<file path="src/rtl/sdr_pkg.sv">
// Shared types, constants and functions of the sharpen, dither and rotate block.
package sdr_pkg;

  localparam int unsigned MaxWidth   = 480;
  localparam int unsigned MaxHeight  = 800;
  localparam int unsigned PhysStride = 800;

  localparam int unsigned ColW  = 9;
  localparam int unsigned RowW  = 10;
  localparam int unsigned AddrW = 19;

  localparam logic [2:0] RegWidth  = 3'd0;
  localparam logic [2:0] RegHeight = 3'd1;
  localparam logic [2:0] RegOffX   = 3'd2;
  localparam logic [2:0] RegOffY   = 3'd3;
  localparam logic [2:0] RegGain   = 3'd4;

  // One job handed from the front to the back: window taps already chosen
  // for edge replication, plus position data.
  typedef struct packed {
    logic [8:0][23:0] win;
    logic [ColW-1:0]  x;
    logic [RowW-1:0]  y;
    logic             run_last;
    logic             frame_last;
  } job_t;

  typedef struct packed {
    logic [AddrW-1:0] fb_address;
    logic [15:0]      pixel_565;
    logic             run_last;
    logic             frame_last;
  } res_t;

  function automatic logic [3:0] dither_value(input logic [1:0] y, input logic [1:0] x);
    logic [3:0] d;
    case ({y, x})
      4'd0: d = 4'd0;   4'd1: d = 4'd8;   4'd2: d = 4'd2;   4'd3: d = 4'd10;
      4'd4: d = 4'd12;  4'd5: d = 4'd4;   4'd6: d = 4'd14;  4'd7: d = 4'd6;
      4'd8: d = 4'd3;   4'd9: d = 4'd11;  4'd10: d = 4'd1;  4'd11: d = 4'd9;
      4'd12: d = 4'd15; 4'd13: d = 4'd7;  4'd14: d = 4'd13; default: d = 4'd5;
    endcase
    return d;
  endfunction

  function automatic logic [7:0] lim8(input logic signed [19:0] v);
    logic [7:0] r;
    if (v < 0) r = 8'd0;
    else if (v > 20'sd255) r = 8'd255;
    else r = v[7:0];
    return r;
  endfunction

endpackage

</file>
<file path="src/rtl/sdr_fifo.sv">
// Short queue of jobs between the front and the back.
module sdr_fifo (
  input  logic          clk_i,
  input  logic          rst_ni,
  input  logic          wr_valid_i,
  output logic          wr_ready_o,
  input  sdr_pkg::job_t wr_data_i,
  output logic          rd_valid_o,
  input  logic          rd_ready_i,
  output sdr_pkg::job_t rd_data_o
);

  sdr_pkg::job_t mem_q [4];
  logic [1:0] wp_q, rp_q;
  logic [2:0] cnt_q;
  logic wr, rd;

  assign wr_ready_o = (cnt_q != 3'd4);
  assign rd_valid_o = (cnt_q != 3'd0);
  assign wr = wr_valid_i && wr_ready_o;
  assign rd = rd_valid_o && rd_ready_i;
  assign rd_data_o = mem_q[rp_q];

  always_ff @(posedge clk_i) begin
    if (wr) mem_q[wp_q] <= wr_data_i;
  end

  always_ff @(posedge clk_i or negedge rst_ni) begin
    if (!rst_ni) begin
      wp_q <= '0;
      rp_q <= '0;
      cnt_q <= '0;
    end else begin
      if (wr) wp_q <= wp_q + 2'd1;
      if (rd) rp_q <= rp_q + 2'd1;
      cnt_q <= cnt_q + {2'b0, wr} - {2'b0, rd};
    end
  end

endmodule

</file>
<file path="config.mk">
export PLATFORM = sky130hd
export DESIGN_NAME = sdr_fifo
export DESIGN_NICKNAME = d
export VERILOG_FILES = /design/src/rtl/sdr_pkg.sv /design/src/rtl/sdr_fifo.sv
export SDC_FILE = /design/constraint.sdc
export NUM_CORES = 1
export LEC_CHECK = 0
export BUFFER_PORTS_ARGS = -buffer_cell sky130_fd_sc_hd__buf_2
export CAP_MARGIN = 20
export CELL_PAD_IN_SITES_DETAIL_PLACEMENT = 2
export CELL_PAD_IN_SITES_GLOBAL_PLACEMENT = 2
export CORE_ASPECT_RATIO = 2
export CORE_UTILIZATION = 45
export DETAILED_ROUTE_END_ITERATION = 8
export PLACE_DENSITY_LB_ADDON = 0.25
export SETUP_SLACK_MARGIN = 0.1
export SYNTH_ARGS = -nofsm -noshare
export SYNTH_HDL_FRONTEND = slang
export SYNTH_SLANG_ARGS = --single-unit
</file>
<file path="constraint.sdc">
create_clock -name clk_i -period 9.25 [get_ports clk_i]
set_clock_uncertainty 0.05 [all_clocks]
set_input_delay 1.85 -clock clk_i [delete_from_list [all_inputs] [get_ports clk_i]]
set_output_delay 1.85 -clock clk_i [all_outputs]
set_load 0.02 [all_outputs]
</file>
# == Word level (Yosys, flattened, before mapping) ==
# Memories as Yosys holds them, arrays and structs flattened.
# Cells that the tools add are included.
# word_totals
register_bits,7
ramBits,948
in_bits,241
output_inout_bits,239
word_cells,14
mem_count,1
# op_classes
addsub,4
eq_ne,1
muxes,2
reduce_logical,3
# mem_list
memory,words,word_bits,read_ports,rd_clocked_by_memory_dff,write_ports,line,source
mem_q,4,237,1,0,1,sdr_fifo.sv:13,sdr_pkg::job_t mem_q [4];
# ops
op,count
$add A2 B1 Y2 const B,2
$add A3 B1 Y3,1
$ne A3 B3 Y1 const B,1
$reduce_bool A3 Y1,1
$sub A3 B1 Y3,1
$logic_and A1 B1 Y1,2
$mux W1,2

# == Depth between registers and ports, before layout ==
# depth
depth_word,4
ltp_mapped,9
depth_no_buf,9

# == Worst setup path before layout ==
# No wires, ideal clock.
# synth_timing
path_type,input port to flip-flop
startpoint,input port wr_valid_i
endpoint,memory mem_q[0][0] (netlist bit) (enable)
setup_ps,630
arrival_time_ps,7303
t_required_ps,8570
setup_slack_ps,1267
path_stages,1
n_path_buf,0
cell_sequence,and3b_1
# synth_via
elab_chain_len,3
# synth_rtl
item,line,source
from (decl),sdr_fifo.sv:5,"input logic wr_valid_i,"
$logic_and A1 B1 Y1,sdr_fifo.sv:20,assign wr = wr_valid_i && wr_ready_o;
$mux W1,sdr_fifo.sv:25,if (wr) mem_q[wp_q] <= wr_data_i;
$mux W1 (implied by the code),sdr_fifo.sv:25,
to (decl),sdr_fifo.sv:13,
# No other way between the ends.

==> flow_summary.yaml <==
outcome:
  status: "complete, no violations"
critical_path:
  start_kind: "register"
  endpoint_kind: "output pin"
  worstPathRequired_ns: 7.35
  cp.arrival_ns: 3.68
  crit_path_max_fanout: 36
  path_class: "register to output pin"
sta:
  slew_violations: 0
  timing.final.crit_share_pct: 60.28
  max_freq_mhz: 179.3
  setup_tns_ns: 0
  rsz0062_at_grt: "no"
  worst_slew_pin_slew_ns: 1.037
  holdWs_ns: 0.6240
  timing_hold_violations_final: 0
  max-slew-margin-rel_pct: 30.88
  fin_crit_ns: 5.576
  setup_slack_ns: 3.674
  finalSetupViolCount: 0
placed_design:
  place_area_sq_um: 38150
  place.gp.congestion: 0.7687
  placed_cells: 2741
  dp_hpwl_um: 57660
  place_ws_ns: 4.231
  portBuffers: 479
power:
  p_comb_share_pct: 31.9
  netSwitchingFraction_pct: 33.44
  switchingPower_mw: 4.702
  power.density_nw_per_um2: 343.4
  power_leakage_nw: 13.75
  p_clk_share_pct: 25.2
  p_seq_share_pct: 42.9
  total_power_mw: 14.06
  irDropWorstVdd_v: 0.0002758
  power.internal_mw: 9.360
floorplanning:
  io_pins: 480
  fp.dieH_um: 394.7
  dieArea_sq_um: 78270
  initial_core_util_pct: 45.62
  core_sq_um: 76040
  die_x_um: 198.3
  rows: 143
detailed_routing:
  wire_per_inst_um: 30.62
  vias: 15830
  firstDrtPassIters: 5
  drtAntennaViolNets: 0
  drt_iter0_drc: 853
  remaining_drc_errors: 0
  routed_wl_um: 89190
  via_per_inst: 5.434
global_route:
  grt_overflow: 0
  grt_pass1_vias: 18280
  grt_usage_pct: 23.21
  grt_pass1_wl_um: 127900
  grt_start_max_net_pins: 145
  antenna_found_initial: 36
layout:
  final_cells: 2913
  design_area_sq_um: 40950
  area_growth_pct: 18.05
  post_route_cells_drive_above_1_share_pct: 46.17
  post-route-util_pct: 53.86
  nets: 2061
  num-fill-cells: 6377
synth:
  async_flop_share_pct: 0.7330
  synth_cell_types: 21
  synth_area_leaders: "edfxtp_1, mux4_2, buf_6"
  ys_ff_latch: 955
  synth-edff-count: 948
  synth_top_area_share_pct: 82.06
  synth_commonest_cells: "edfxtp_1, mux4_2, buf_2, buf_6, dfrtp_1"
  synth_warnings: 0
  synthCells: 1279
  syn-num-nets: 1527
  yosys.area.top_type: "edfxtp_1"
  synth_ff_type: "edfxtp_1"
  yosysSeqAreaShare_pct: 82.57
  synth_area_sq_um: 34690
  syn_avg_cell_area_sq_um: 27.12
  yosysMostFrequentCell: "edfxtp_1"
clock_tree:
  cts_made_buffers: 84
  path_clk_slew_ns: 0.06
  clock_latency_ns: 0.67
  cts_tree: "yes"
  post_cts.repair.setup_buffers: 0
  cts_resized: 0
  cts_sinks: 955
  h-tree-depth: 3
  clock-root-buffer: "clkbuf_16"
  cts_buffer_depth: 3
  postCtsHoldBufs: 0
hold_path:
  hold_path.class: "register to register"
flow_run:
  max-cap-violations: 0
final cells by class:
type / count / area [sq um] / share of cell area, %
well taps: 1015 / 1270 / 3.101
repair buffers: 501 / 2620 / 6.398
clock buffers: 100 / 2205 / 5.383
inverters: 6 / 22.52 / 0.05499
flip-flops and latches: 955 / 28650 / 69.96
clock inverters: 55 / 530.5 / 1.295
diodes: 16 / 40.04 / 0.09777
multi-input cells: 265 / 5615 / 13.71
routing by layer:
metal  GRT usage, %  share of wire (%)
met5              0               0.34
met3          7.845                8.4
met2          41.37                 54
met1          25.72                 35
met4          7.295                2.3
registers in the layout (all words and copies together), names as in the netlist:
register and cells:
wp_q 2, rp_q 2, mem_q 948, cnt_q 3
power by group through the flow:
stage                     logic, mW  registers (mW)  clock network (mW)
after global placement         4.45            6.03                   0
after global routing           4.76            6.11                3.75
after CTS                      4.58            6.06                3.64
after floorplan                3.10            6.12                   0
after detailed placement       4.55            6.14                   0
final                          4.48            6.04                3.54
worst max-delay path, stage by stage, from the launching register on:
cell	delay (ns)
dfrtp_4	0.80
buf_4	0.62
buf_4	0.69
mux4_2	0.63
buf_2	0.19
worst paths after layout:
check / from / endpoint / slack [ns] / cells past startpoint
hold / removal: cnt_q[0]$_DFF_PN0_ / cnt_q[0]$_DFF_PN0_ / 0.62 / 1
min in group asynchronous: rst_ni / cnt_q[1]$_DFF_PN0_ / 0.96 / 1
setup / recovery: rp_q[0]$_DFFE_PN0P_ / rd_data_o[201] / 3.67 / 4
setup reg to reg: cnt_q[1]$_DFF_PN0_ / mem_q[2][85]$_DFFE_PP_ / 5.77 / 4
max in group asynchronous: rst_ni / rp_q[1]$_DFFE_PN0P_ / 8.00 / 1
hold reg to reg: cnt_q[0]$_DFF_PN0_ / cnt_q[0]$_DFF_PN0_ / 0.62 / 1
cells in the final DEF, fill, tap and decap left out, types with 9 or more instances in the layout:
master     instances
mux4_2           237
clkinv_2          18
buf_2            479
bufinv_16          9
diode_2           16
buf_4             18
clkinv_1          16
edfxtp_1         948
clkbuf_1          14
clkbuf_16         86
kinds of logic (layout without fill, tap and decap cells):
family | count (synthesis) | count (layout) | share of synthesized area [%]
AOI/OAI and AO/OA | 4 | 4 | 0.09377
xor gates and xnor gates | 4 | 4 | 0.1010
adders and majority gates | 7 | 7 | 0.2741
buffers and inverters | 59 | 662 | 1.291
DFF | 955 | 955 | 82.57
muxes | 237 | 237 | 15.39
other | 0 | 16 | 0
and+or+nand+nor | 13 | 13 | 0.2885
No activity file was read; power rests on OpenSTA's default activity.
