<file path="src/rtl/sdr_pkg.sv">
// Shared types, constants and functions of the sharpen, dither and rotate block.
package sdr_pkg;

  localparam int unsigned MaxWidth   = 480;
  localparam int unsigned MaxHeight  = 800;
  localparam int unsigned PhysStride = 800;

  localparam int unsigned ColW  = 9;
  localparam int unsigned RowW  = 10;
  localparam int unsigned AddrW = 19;

  localparam logic [2:0] RegWidth  = 3'd0;
  localparam logic [2:0] RegHeight = 3'd1;
  localparam logic [2:0] RegOffX   = 3'd2;
  localparam logic [2:0] RegOffY   = 3'd3;
  localparam logic [2:0] RegGain   = 3'd4;

  // One job handed from the front to the back: window taps already chosen
  // for edge replication, plus position data.
  typedef struct packed {
    logic [8:0][23:0] win;
    logic [ColW-1:0]  x;
    logic [RowW-1:0]  y;
    logic             run_last;
    logic             frame_last;
  } job_t;

  typedef struct packed {
    logic [AddrW-1:0] fb_address;
    logic [15:0]      pixel_565;
    logic             run_last;
    logic             frame_last;
  } res_t;

  function automatic logic [3:0] dither_value(input logic [1:0] y, input logic [1:0] x);
    logic [3:0] d;
    case ({y, x})
      4'd0: d = 4'd0;   4'd1: d = 4'd8;   4'd2: d = 4'd2;   4'd3: d = 4'd10;
      4'd4: d = 4'd12;  4'd5: d = 4'd4;   4'd6: d = 4'd14;  4'd7: d = 4'd6;
      4'd8: d = 4'd3;   4'd9: d = 4'd11;  4'd10: d = 4'd1;  4'd11: d = 4'd9;
      4'd12: d = 4'd15; 4'd13: d = 4'd7;  4'd14: d = 4'd13; default: d = 4'd5;
    endcase
    return d;
  endfunction

  function automatic logic [7:0] lim8(input logic signed [19:0] v);
    logic [7:0] r;
    if (v < 0) r = 8'd0;
    else if (v > 20'sd255) r = 8'd255;
    else r = v[7:0];
    return r;
  endfunction

endpackage

</file>
<file path="src/rtl/sdr_back.sv">
// Back part: sharpening, dither, RGB565 packing and address, as a pipeline.
module sdr_back (
  input  logic          clk_i,
  input  logic          rst_ni,
  input  logic          job_valid_i,
  output logic          job_ready_o,
  input  sdr_pkg::job_t job_i,
  input  logic [8:0]    gain_i,
  input  logic [8:0]    offset_x_i,
  input  logic [9:0]    offset_y_i,
  output logic          res_valid_o,
  input  logic          res_ready_i,
  output sdr_pkg::res_t res_o
);

  // Three stages; a stage moves when the one after it is free or moving.
  logic v1_q, v2_q, v3_q;
  logic adv1, adv2, adv3;
  assign adv3 = !v3_q || res_ready_i;
  assign adv2 = !v2_q || adv3;
  assign adv1 = !v1_q || adv2;
  assign job_ready_o = adv1;

  // Stage 1: center minus mean per channel.
  logic signed [8:0] hi_d [3];
  logic signed [8:0] hi_q [3];
  logic [7:0] c_q [3];
  logic [7:0] c_d [3];
  logic [11:0] sum;
  logic [ 7:0] mean;
  always_comb begin
    for (int ch = 0; ch < 3; ch++) begin
      sum = '0;
      for (int k = 0; k < 9; k++) sum = sum + 12'(job_i.win[k][23-8*ch -: 8]);
      mean = 8'((24'(sum) * 24'd3641) >> 15);
      c_d[ch] = job_i.win[4][23-8*ch -: 8];
      hi_d[ch] = $signed({1'b0, c_d[ch]}) - $signed({1'b0, mean});
    end
  end

  logic [8:0] x1_q, x2_q;
  logic [9:0] y1_q, y2_q;
  logic rl1_q, fl1_q, rl2_q, fl2_q;
  always_ff @(posedge clk_i) begin
    if (adv1 && job_valid_i) begin
      for (int ch = 0; ch < 3; ch++) begin
        hi_q[ch] <= hi_d[ch];
        c_q[ch] <= c_d[ch];
      end
      x1_q <= job_i.x; y1_q <= job_i.y;
      rl1_q <= job_i.run_last; fl1_q <= job_i.frame_last;
    end
  end

  // Stage 2: multiply by gain, truncate toward zero, clamp.
  logic signed [18:0] prod;
  logic signed [19:0] qv;
  logic [7:0] s_d [3];
  logic [7:0] s_q [3];
  always_comb begin
    for (int ch = 0; ch < 3; ch++) begin
      prod = hi_q[ch] * $signed({1'b0, gain_i});
      qv = (prod < 0) ? -((-20'(prod)) >>> 8) : (20'(prod) >>> 8);
      s_d[ch] = sdr_pkg::lim8(qv + 20'(c_q[ch]));
    end
  end
  always_ff @(posedge clk_i) begin
    if (adv2 && v1_q) begin
      for (int ch = 0; ch < 3; ch++) s_q[ch] <= s_d[ch];
      x2_q <= x1_q; y2_q <= y1_q; rl2_q <= rl1_q; fl2_q <= fl1_q;
    end
  end

  // Stage 3: dither, pack, address.
  logic [3:0] d;
  logic [7:0] rr, gg, bb;
  logic [sdr_pkg::AddrW-1:0] addr;
  logic [sdr_pkg::AddrW-1:0] colp;
  always_comb begin
    d  = sdr_pkg::dither_value(y2_q[1:0], x2_q[1:0]);
    rr = sdr_pkg::lim8(20'(s_q[0]) + 20'(d >> 1) - 20'sd4);
    gg = sdr_pkg::lim8(20'(s_q[1]) + 20'(d >> 2) - 20'sd2);
    bb = sdr_pkg::lim8(20'(s_q[2]) + 20'(d >> 1) - 20'sd4);
    colp = 19'(sdr_pkg::MaxWidth - 1) - 19'(offset_x_i) - 19'(x2_q);
    addr = 19'(colp * 19'(sdr_pkg::PhysStride)) + 19'(offset_y_i) + 19'(y2_q);
  end
  always_ff @(posedge clk_i) begin
    if (adv3 && v2_q) begin
      res_o.fb_address <= addr;
      res_o.pixel_565 <= {rr[7:3], gg[7:2], bb[7:3]};
      res_o.run_last <= rl2_q;
      res_o.frame_last <= fl2_q;
    end
  end

  always_ff @(posedge clk_i or negedge rst_ni) begin
    if (!rst_ni) begin
      v1_q <= 1'b0; v2_q <= 1'b0; v3_q <= 1'b0;
    end else begin
      if (adv1) v1_q <= job_valid_i;
      if (adv2) v2_q <= v1_q;
      if (adv3) v3_q <= v2_q;
    end
  end

  assign res_valid_o = v3_q;

endmodule

</file>
<file path="config.mk">
export PLATFORM = sky130hd
export DESIGN_NAME = sdr_back
export DESIGN_NICKNAME = d
export VERILOG_FILES = /design/src/rtl/sdr_pkg.sv /design/src/rtl/sdr_back.sv
export SDC_FILE = /design/constraint.sdc
export NUM_CORES = 2
export LEC_CHECK = 0
export BUFFER_PORTS_ARGS = -buffer_cell sky130_fd_sc_hd__buf_4
export CORE_UTILIZATION = 62
export DETAILED_ROUTE_END_ITERATION = 6
export HOLD_SLACK_MARGIN = 0.06
export PLACE_DENSITY = 0.8
export REMOVE_ABC_BUFFERS = 1
export SYNTH_ARGS = -nofsm -noshare
export SYNTH_HDL_FRONTEND = slang
export SYNTH_SLANG_ARGS = --single-unit
</file>
<file path="constraint.sdc">
create_clock -name clk_i -period 10.8 [get_ports clk_i]
set_clock_uncertainty 0.2 [all_clocks]
set_input_delay 1.08 -clock clk_i [delete_from_list [all_inputs] [get_ports clk_i]]
set_output_delay 1.08 -clock clk_i [all_outputs]
set_load 0.005 [all_outputs]
</file>
After elaboration in Yosys (flattened, before gate mapping)
Memory sizes are Yosys's and may differ from the RTL's. A register that Yosys moved wholly into a read port is not among the register bits. Cells that the tools add are included.

Equal/unequal tests: 0. Multiplexer cells: 17. Reductions and logical operators: 9. Bitwise logic cells: 0. Add/subtract/negate cells: 46. Shifts and indexed selects: 0. Multipliers: 7. Divide/modulo/power cells: 0. $lt $le $gt $ge: 15.

Operators with widths (count): 12-bit by 8-bit adder with 12-bit output (12); 8-bit 2-to-1 mux (9); 12-bit by 12-bit multiplier with 23-bit output (second input constant) (3); 20-bit by 8-bit adder with 20-bit output (3); 20-bit by 9-bit greater-than comparator with 1-bit output (second input constant) (3); 20-bit by 1-bit less-than comparator with 1-bit output (second input constant) (3); 20-bit 2-to-1 mux (3); 12-bit negation with 20-bit output (3); 19-bit negation with 20-bit output (3); 19-bit by 1-bit less-than comparator with 1-bit output (second input constant) (3); 9-bit by 10-bit multiplier with 19-bit output (3); 19-bit by 10-bit adder with 19-bit output (2); 11-bit by 8-bit adder with 12-bit output (3); 10-bit by 8-bit adder with 11-bit output (3); 9-bit by 8-bit adder with 10-bit output (3); 10-bit by 9-bit greater-than comparator with 1-bit output (second input constant) (3); 10-bit by 1-bit less-than comparator with 1-bit output (second input constant) (3); 8-bit by 8-bit adder with 9-bit output (3); 8-bit by 8-bit subtractor with 9-bit output (3); 9-bit by 3-bit subtractor with 10-bit output (second input constant) (2); 19-bit by 5-bit multiplier with 14-bit output (second input constant) (1); 8-bit by 3-bit adder with 9-bit output (2); 10-bit by 10-bit subtractor with 11-bit output (1); 9-bit by 2-bit subtractor with 10-bit output (second input constant) (1); other kinds (7) (16).

Bits in latches: 0. Input bits: 269. Register bits after elaboration: 82. Output and inout bits: 39. Memories kept: 4. Bits in read-only memories: 64. Bits in writable memories: 75. Logic and storage cells: 115.

Memories: (no name shown) (words 16, bits a word 4, rd ports 1, clocked after memory_dff 1, write ports 0, line sdr_pkg.sv:37) `case ({y, x})`; hi_q (words 3, bits a word 9, rd ports 3, clocked after memory_dff 0, write ports 3, line sdr_back.sv:26) `logic signed [8:0] hi_q [3];`; c_q (words 3, bits a word 8, rd ports 3, clocked after memory_dff 0, write ports 3, line sdr_back.sv:27) `logic [7:0] c_q [3];`; s_q (words 3, bits a word 8, rd ports 3, clocked after memory_dff 0, write ports 3, line sdr_back.sv:59) `logic [7:0] s_q [3];`.

Logic depth before layout (Yosys ltp)
Depth in word-level cells: 10. Gate-level depth with buffers: 39. Depth with buffers taken out: 39.

Worst setup path after synthesis
No wires, ideal clock.

Kind: in2reg. Start point: input job_i[24] (netlist bit). End point: memory hi_q[2][7], in the netlist hi_q[0][25], data pin. Buffers on the path: 0. Required time: 10.342 ns. Setup time: 0.258 ns. Arrival: 9.501 ns. Stages on the path: 32. Path slack: 0.841 ns. Cell sequence: fa_1 fa_1 fa_1 fa_1 ha_1 a21o_1 a21oi_1 o21bai_1 a21oi_1 o21bai_1 a21oi_1 xnor2_1 fa_1 ha_1 fa_1 inv_1 fa_1 inv_1 fa_1 ha_1 nand4_1 o221ai_1 o41ai_1 nor2b_1 o21a_1 or2_2 ha_1 a21oi_1 o21bai_1 a21o_1 a21oi_1 xnor2_1.

RTL lines: from (decl) (line sdr_back.sv:7) `input sdr_pkg::job_t job_i,`; to (decl) (line sdr_back.sv:26).

==> results.yml <==
route:
  drtIter0Drc: 1038
  vias: 21100
  first_pass_iters: 7
  via_per_inst: 5.61
  drc_errors: 16
  routedWlPerCell_um: 16.8
  drt_wl_total_mm: 63.3
  antenna_left: 0
grt:
  grt_pass1_wl_mm: 108
  grt_max_degree: 73
  antenna_found_initial: 0
  grtUsageTotal: 0.275
  grt-ovfl-total: 0
  grt_pass1_vias: 23000
finish:
  n_fill_cell: 3433
  syn_to_final_growth_pct: 12.1
  ff_latch_area_um2: 4760
  layout_commonest_cell: "ha_1"
  num_antenna_cells: 0
  finalNonFillerCells: 3767
  num-nets-final: 4381
  final_cell_mix: "ha_1 (539), inv_1 (505), fa_1 (426)"
  drive_above_1_share: 0.124
  multi_input_comb_area_um2: 22900
synth:
  synth_cell_type_count: 91
  synth-async-reset-ratio: 0.0188
  seq_area_frac_synth: 0.160
  ys_ff_latch: 160
  syn_inst: 2852
  synth_flop_cell: "edfxtp_1"
  synth_edf_count: 154
  synth.avg_cell_area_um2: 10.4
  synth_warnings: 0
  syn-cell-area_um2: 29700
sta:
  final_max_slew_viol_count: 0
  slew_headroom: 0.244
  period_share: 0.949
  fin_crit_ns: 10.25
  setup_viol: 0
  postLayoutSetupSlackWorst_ns: 0.549
  hold_viol: 0
  tightest_slew_ns: 1.13
  max_freq_mhz: 97.5
  rsz0062_at_grt: "no"
cts:
  cts_tree: "built"
  clock_sinks: 160
  clock_path_buffers: 2
  clk_pin_slew_ns: 0.07
  cts_max_level: 4
  root_buffer: "clkbuf_16"
  clkLatencyLatePin_ns: 0.49
  cts_hold_buf: 0
  cts_made_buffers: 17
floorplanning:
  ioPinCount: 308
  design.die.area_um2: 48800
  die_y_um: 221
  die_w_um: 221
  rows: 79
  start_util: 0.634
  core-area_um2: 46900
worst_setup_path:
  cp_slowest_stage_delay_ns: 0.57
  required_ns: 10.84
  crit_fanout: 6
  worstSetupStartpointType: "input pin"
  worstPathArrival_ns: 10.29
  path_class: "input pin to register"
  crit_top_cell: "fa_1"
  crit_path_top_delay_cell: "fa_1"
  critPathCaptureType: "register"
status:
  violations: "design-rule violations"
  status: "complete, but fails checks"
placement:
  place_hpwl_mm: 53.3
  dp.cells: 3734
  dp_slack_ns: -0.0415
  numPortBuffers: 307
  gp_congestion: 0.914
job:
  drv_cap: 0
min_path:
  holdCritPathClass: "input pin to async pin"
-- worst max-delay path: cells and delay by family --
| kind | cells | cell delay, ns |
|---|---|---|
| adders and majority gates | 13 | 5.20 |
| AOI/OAI and AO/OA | 15 | 2.61 |
| xor gates and xnor gates | 3 | 0.64 |
| buffers and inverters | 5 | 0.37 |
| and+or+nand+nor | 3 | 0.34 |
-- cell type report --
class / instances / share of cell area
timing repair buffer: 310 / 0.0699
multi-input combinational: 2151 / 0.688
inverter: 507 / 0.0572
clock buffer: 17 / 0.0128
sequential: 160 / 0.143
tap: 607 / 0.0228
clock inverter: 15 / 0.00598
-- Yosys cell counts (all sizes together), types with 5 or more instances --
cell type,count,area share
or3,7,0.0016
nor4,14,0.0029
xnor2,138,0.041
nand4,13,0.0027
nand4b,6,0.0018
mux2,5,0.0020
mux2i,6,0.0020
or2,11,0.0023
buf,6,0.0010
xor2,64,0.019
a211oi,14,0.0042
nor3,25,0.0044
a21oi,144,0.025
a21o,50,0.013
clkbuf,27,0.0035
nand2b,32,0.0067
a31oi,17,0.0038
fa,426,0.29
nand2,132,0.017
o21bai,47,0.012
a311oi,6,0.0018
inv,506,0.064
ha,539,0.23
o21ai,48,0.0081
a21boi,8,0.0020
nor2b,36,0.0076
nand3,23,0.0039
and3,14,0.0030
edfxtp,154,0.16
and2,139,0.029
o21a,31,0.0078
nor2,95,0.012
-- flip-flops by register name, indices dropped and copies added, names as in the netlist, 3 cells and up --
| register | count |
|---|---|
| x1_q | 9 |
| s_q | 24 |
| hi_q | 27 |
| y1_q | 10 |
| y2_q | 10 |
| x2_q | 9 |
| d | 3 |
| c_q | 24 |
| res_o | 37 |
-- metal layers --
layer	vias to the layer above	GRT usage	routed length (um)
met5	-	0	0
met4	0	0.0905	1680
met3	95	0.0316	2450
met2	463	0.491	32400
met1	10500	0.346	26700
li1	10000	-	-
-- repair_timing --
item,4_1_cts,5_1_grt
endpoints found under the setup margin,0,4
gates resized for setup,0,4
endpoints found under the hold margin,0,0
setup buffers,0,1
-- stage by stage --
stage	TNS (ns)	hold WS, ns	area, um2	utilization
after CTS	0	0.124	33300	0.710
after global routing	0	0.146	33300	0.711
after detailed placement	-0.0415	0.206	32600	0.696
after floorplan	0	0.200	29500	-
after global placement	0	0.201	32600	0.696
final	0	0.165	33300	0.711
-- cell families (layout without fill, tap and decap cells) --
family | after synthesis | count (layout) | share of synthesized area
AOI/OAI and AO/OA | 407 | 407 | 0.0913
xor gates and xnor gates | 203 | 203 | 0.0604
adders and majority gates | 966 | 966 | 0.515
buffers and inverters | 541 | 849 | 0.0689
DFF | 160 | 160 | 0.160
muxes | 11 | 11 | 0.00405
and+or+nand+nor | 564 | 564 | 0.100
-- worst paths after layout --
path / start / end / slack [ns] / cells past startpoint
setup reg to reg: hi_q[0][17] / s_q[0][13] / 1.92 / 27
max in group asynchronous: rst_ni / v2_q / 10.14 / 1
hold / removal: rst_ni / res_valid_o / 0.17 / 1
min in group clk_i: x1_q[6] / x2_q[6] / 0.21 / 0
hold reg to reg: x1_q[6] / x2_q[6] / 0.21 / 0
setup / recovery: job_i[126] / hi_q[0][16] / 0.55 / 39
Power is left out: the tool's default activity adds up to more than one toggle a clock period on the data nets, which glitch-free logic cannot reach.
